==> src/rtl/assert_macros.svh <==
// ----------------------------------------------------------------------------
// assert_macros
// Assertion helpers for the rtl files; only segment_intersection_test_core includes them.
// ----------------------------------------------------------------------------
// each macro expects clk_i and rst_ni in the scope of the module that uses it
`ifndef ASSERT_MACROS_SVH
`define ASSERT_MACROS_SVH

// same-cycle implication
`define ASSERT_IMPLY(label, ante, cons, msg) \
  label: assert property (@(posedge clk_i) disable iff (!rst_ni) \
    (ante) |-> (cons)) else $error(msg);

// next-cycle implication
`define ASSERT_NEXT(label, ante, cons, msg) \
  label: assert property (@(posedge clk_i) disable iff (!rst_ni) \
    (ante) |=> (cons)) else $error(msg);

`endif

==> src/rtl/sit_pkg.sv <==
// ----------------------------------------------------------------------------
// sit_pkg
// Shared widths and types of the segment intersection test core.
// ----------------------------------------------------------------------------
package sit_pkg;

  localparam int unsigned FIELD_BITS = 64;
  localparam int unsigned COORD_BITS = 64;
  localparam int unsigned DIFF_W     = COORD_BITS + 1;
  localparam int unsigned LO_W       = COORD_BITS / 2;
  localparam int unsigned HI_W       = COORD_BITS - LO_W;
  localparam int unsigned PROD_W     = 2 * COORD_BITS;

  typedef logic signed [COORD_BITS-1:0] coord_t;
  typedef logic signed [DIFF_W-1:0]     diff_t;
  typedef logic        [COORD_BITS-1:0] mag_t;
  typedef logic        [PROD_W-1:0]     prod_t;

  typedef struct packed {
    coord_t x;
    coord_t y;
  } point_t;

  // sign of a value: neither bit set means positive
  typedef struct packed {
    logic neg;
    logic zero;
  } sign_t;

endpackage

==> src/rtl/sit_box.sv <==
// ----------------------------------------------------------------------------
// sit_box
// Registered test of a point against the closed bounding box of a segment.
// ----------------------------------------------------------------------------
module sit_box (
  input  logic            clk_i,
  input  sit_pkg::point_t pt_i,
  input  sit_pkg::point_t s0_i,
  input  sit_pkg::point_t s1_i,
  output logic            inside_o
);

  function automatic logic in_closed(sit_pkg::coord_t v, sit_pkg::coord_t e0,
                                     sit_pkg::coord_t e1);
    sit_pkg::coord_t lo;
    sit_pkg::coord_t hi;
    lo = (e0 > e1) ? e1 : e0;
    hi = (e0 > e1) ? e0 : e1;
    return !(lo > v) && !(v > hi);
  endfunction

  logic inside_d;
  logic inside_q;

  assign inside_d = in_closed(pt_i.x, s0_i.x, s1_i.x)
                  && in_closed(pt_i.y, s0_i.y, s1_i.y);

  always_ff @(posedge clk_i) begin
    inside_q <= inside_d;
  end

  assign inside_o = inside_q;

endmodule

==> config.mk <==
export PLATFORM = sky130hd
export DESIGN_NAME = sit_box
export DESIGN_NICKNAME = d
export VERILOG_FILES = /design/src/rtl/assert_macros.svh /design/src/rtl/sit_pkg.sv /design/src/rtl/sit_box.sv
export SDC_FILE = /design/constraint.sdc
export NUM_CORES = 1
export LEC_CHECK = 0
export CORE_ASPECT_RATIO = 0.8
export CORE_MARGIN = 5
export CORE_UTILIZATION = 40
export CTS_CLUSTER_DIAMETER = 120
export DETAILED_ROUTE_END_ITERATION = 8
export DONT_BUFFER_PORTS = 1
export GPL_ROUTABILITY_DRIVEN = 0
export PLACE_DENSITY = 0.61
export SYNTH_ARGS = -nofsm -noshare
export SYNTH_HDL_FRONTEND = slang
export SYNTH_SLANG_ARGS = --single-unit
==> constraint.sdc <==
create_clock -name clk_i -period 5.42 [get_ports clk_i]
set_input_delay 1.084 -clock clk_i [delete_from_list [all_inputs] [get_ports clk_i]]
set_output_delay 1.084 -clock clk_i [all_outputs]
set_load 0.01 [all_outputs]
==> results.md <==
* Async set-reset flop share out of synthesis at 0
* Ports at slightly below 400
* Worst Tran Pin Value at 456 ps
* HPWL Detailed at around 38000 um
* FP Rows at 57
* Peak VDD IR at approximately 0.066 mV
* Total power draw at ~2 mW
* Core Area at between 0.03 and 0.04 mm2
* Largest area contributor in the netlist: ha_1
* Drt drc at 0
* Nets at roughly 2500
* Via-to-Cell Ratio at 5.65
* Routed WL at 42400 um
* CP max FO at 6
* First-pass GRT wire length at approximately 65000 um
* Initial antenna violation count at 3
* Detailed Route Iter0 Violations at ~510
* Synthesized Nets at between 2000 and 2500
* DIE AREA at 0.0341 mm2
* Hold Startpoint: inside_o
* Number of global-route vias before repair at between 10000 and 15000
* Dpl cells at ~2100
* Synth top area cells: ha_1, mux2i_1, inv_1
* Synth top area share at 0.394
* WP data required at 5350 ps
* I/O Buffers at 0
* Part of the cycle the worst path needs at 1.08
* Crit. End Element: register
* Starting density of the core at 0.403
* Layout cells sized above 1 at 0.234
* Final setup viols at 1
* Mapped Cells at 1544
* Min Tclk post-route at between 5000 and 6000 ps
* Startpoint types: input pin
* Die height at 166 um
* Final Hold Vio Count at 0
* Pwr/cell area at between 100 and 150 mW/mm2
* Pin count of the biggest net entering global routing at 26
* Status: finished, violations left
* EDFF count, synth at 0
* GRT Residual Overflow at 0
* Max Fclk at 0.171 GHz
* Avg WL per Cell at 19.6 um
* Area growth syn-to-layout at 25.1%
* P_leak at 8.11 nW
* Failing checks: setup timing
* Arr. time, crit path at 5780 ps
* Tot GR Track Use at 0.232
* Syn Area/Cell at between 7 and 8 um2
* Worst min path class: reg2out
* Die width at between 200 and 250 um
* Critical path class: in2reg
* Worst hold stages at 0
* Via count at about 12000
* Number of flip-flops in the largest register at 1
* Clock transition at the registers of the reported paths at 0 ps
* Number of antenna-violating nets in the routed design at 0
* Flops & latches, synth at 1
* Post-CTS Hold Buffers at 0
* Fin cells at around 2200
* Slew headroom at 0.688
* Seq/Total Area, Yosys at 0.00164
* Worst Hold End: inside_o
* Prevailing post-synth register cell: dfxtp_1
* Initial DRT Pass Iterations at 6
* Post-synth cell types at 46
* Synthesized area at 0.0122 mm2
* Max Slew Vio Count at 0
* RSZ-0062 raised after global routing: yes
* Synth warn at 0
* Maxcap violations at 0
* Final Worst Setup Slack at -434 ps
-- critical path, stage by stage --
cell	delay, ps
inv_2	30
ha_4	260
nand4_1	120
or4_4	590
nor4_4	320
and3_4	240
a211oi_2	90
and3_4	170
a211oi_4	170
buf_4	160
buf_12	130
buf_4	120
buf_4	120
mux2_1	350
ha_1	350
nand4_1	190
buf_4	190
buf_4	120
buf_4	130
a211oi_1	340
nor4_2	100
o211ai_1	120
o221ai_2	140
nor3_2	150
-- final cells by class --
| class | count | area [um2] |
|---|---|---|
| well taps | 413 | 517 |
| diodes | 1 | 2.50 |
| multi-input cells | 1251 | 11600 |
| inverters | 264 | 1010 |
| flip-flops and latches | 1 | 20.0 |
| repair buffers | 235 | 2050 |
| fillers | 2846 | 15000 |
-- logic make-up after synthesis --
logic type | count (synthesis) | share of synthesized area
fa+ha+maj | 384 | 0.394
compound gates | 302 | 0.150
buf+inv | 292 | 0.0975
mux | 259 | 0.226
flops | 1 | 0.00164
simple gates | 306 | 0.130
-- power breakdown --
part | internal, mW | leakage [nW] | switching, mW
combinational | 1.05 | 8.10 | 0.896
clock | 0.000000495 | 0.00000634 | 0
sequential | 0.00854 | 0.00812 | 0.00227
-- worst max-delay path by stage --
stage              from       end  slack [ps]  depth (start not counted)
2_1_floorplan  s1_i[63]  inside_o           9                         21
6_report       s1_i[62]  inside_o        -430                         24
4_1_cts        s1_i[59]  inside_o        -340                         24
3_3_place_gp   s1_i[95]  inside_o        -650                         23
3_5_place_dp   s1_i[62]  inside_o        -770                         22
5_1_grt        s1_i[62]  inside_o        -590                         24
-- cells in the final DEF (no fill, tap or decap), types with 6 or more instances in the layout --
cell type and instances:
inv_1 252, and4_1 11, nor3_1 15, mux2_4 6
mux2i_1 123, nor2b_1 8, a21o_1 24, a221o_1 9
mux2_1 46, o21ai_0 39, a221oi_1 6, a21oi_1 148
ha_1 359, inv_2 6, o211ai_1 9, nor2_1 27
a211oi_1 10, buf_6 6, nand2_1 86, buf_12 13
ha_4 25, buf_4 210, a21oi_2 6, mux2_2 78
nor4_1 6, nand3_1 41, nand4_1 77
-- metrics by stage --
stage                      util  TNS [ps]  worst slack [ps]  hold slack [ps]  cell area (um2)
after global placement    0.467      -649              -649             1460            14100
after detailed placement  0.467      -767              -767             1460            14100
after floorplan               -         0              8.96             1390            12200
after CTS                 0.501      -339              -339             1460            15100
after global routing      0.504      -594              -594             1460            15200
final                     0.504      -434              -434             1460            15200
-- layer usage --
metal,share of wire,GRT usage
met5,0.00031,0
met2,0.44,0.393
met3,0.11,0.0836
met1,0.40,0.266
met4,0.054,0.0923
-- synth_stat cells, types with 2 or more instances --
master / number
or4_1: 4
o2bb2ai_1: 2
mux2_1: 56
ha_1: 384
buf_6: 6
a211oi_1: 15
or3_1: 3
nor2b_1: 8
nand2_1: 86
a221o_1: 9
o221ai_1: 2
a22oi_1: 2
nor3_1: 19
nor2_1: 29
and3_1: 6
a211o_1: 4
a221oi_1: 11
buf_2: 13
and2_1: 2
o31ai_1: 3
nor4_1: 12
buf_4: 8
a2111oi_0: 5
a31oi_1: 3
a21o_1: 24
a21oi_1: 155
nand3_1: 44
nand4_1: 77
mux2i_1: 129
a21boi_0: 4
nand2b_1: 2
o21ai_0: 45
o21a_1: 4
mux2_2: 74
o211ai_1: 9
inv_1: 264
and4_1: 12
-- timing repair --
action,4_1_cts,5_1_grt
gates resized for setup,126,17
pin swaps,61,20
gates cloned,4,0
endpoints found under the setup margin,1,1
setup buffers,35,7
Power figures use the tool's default switching activity.
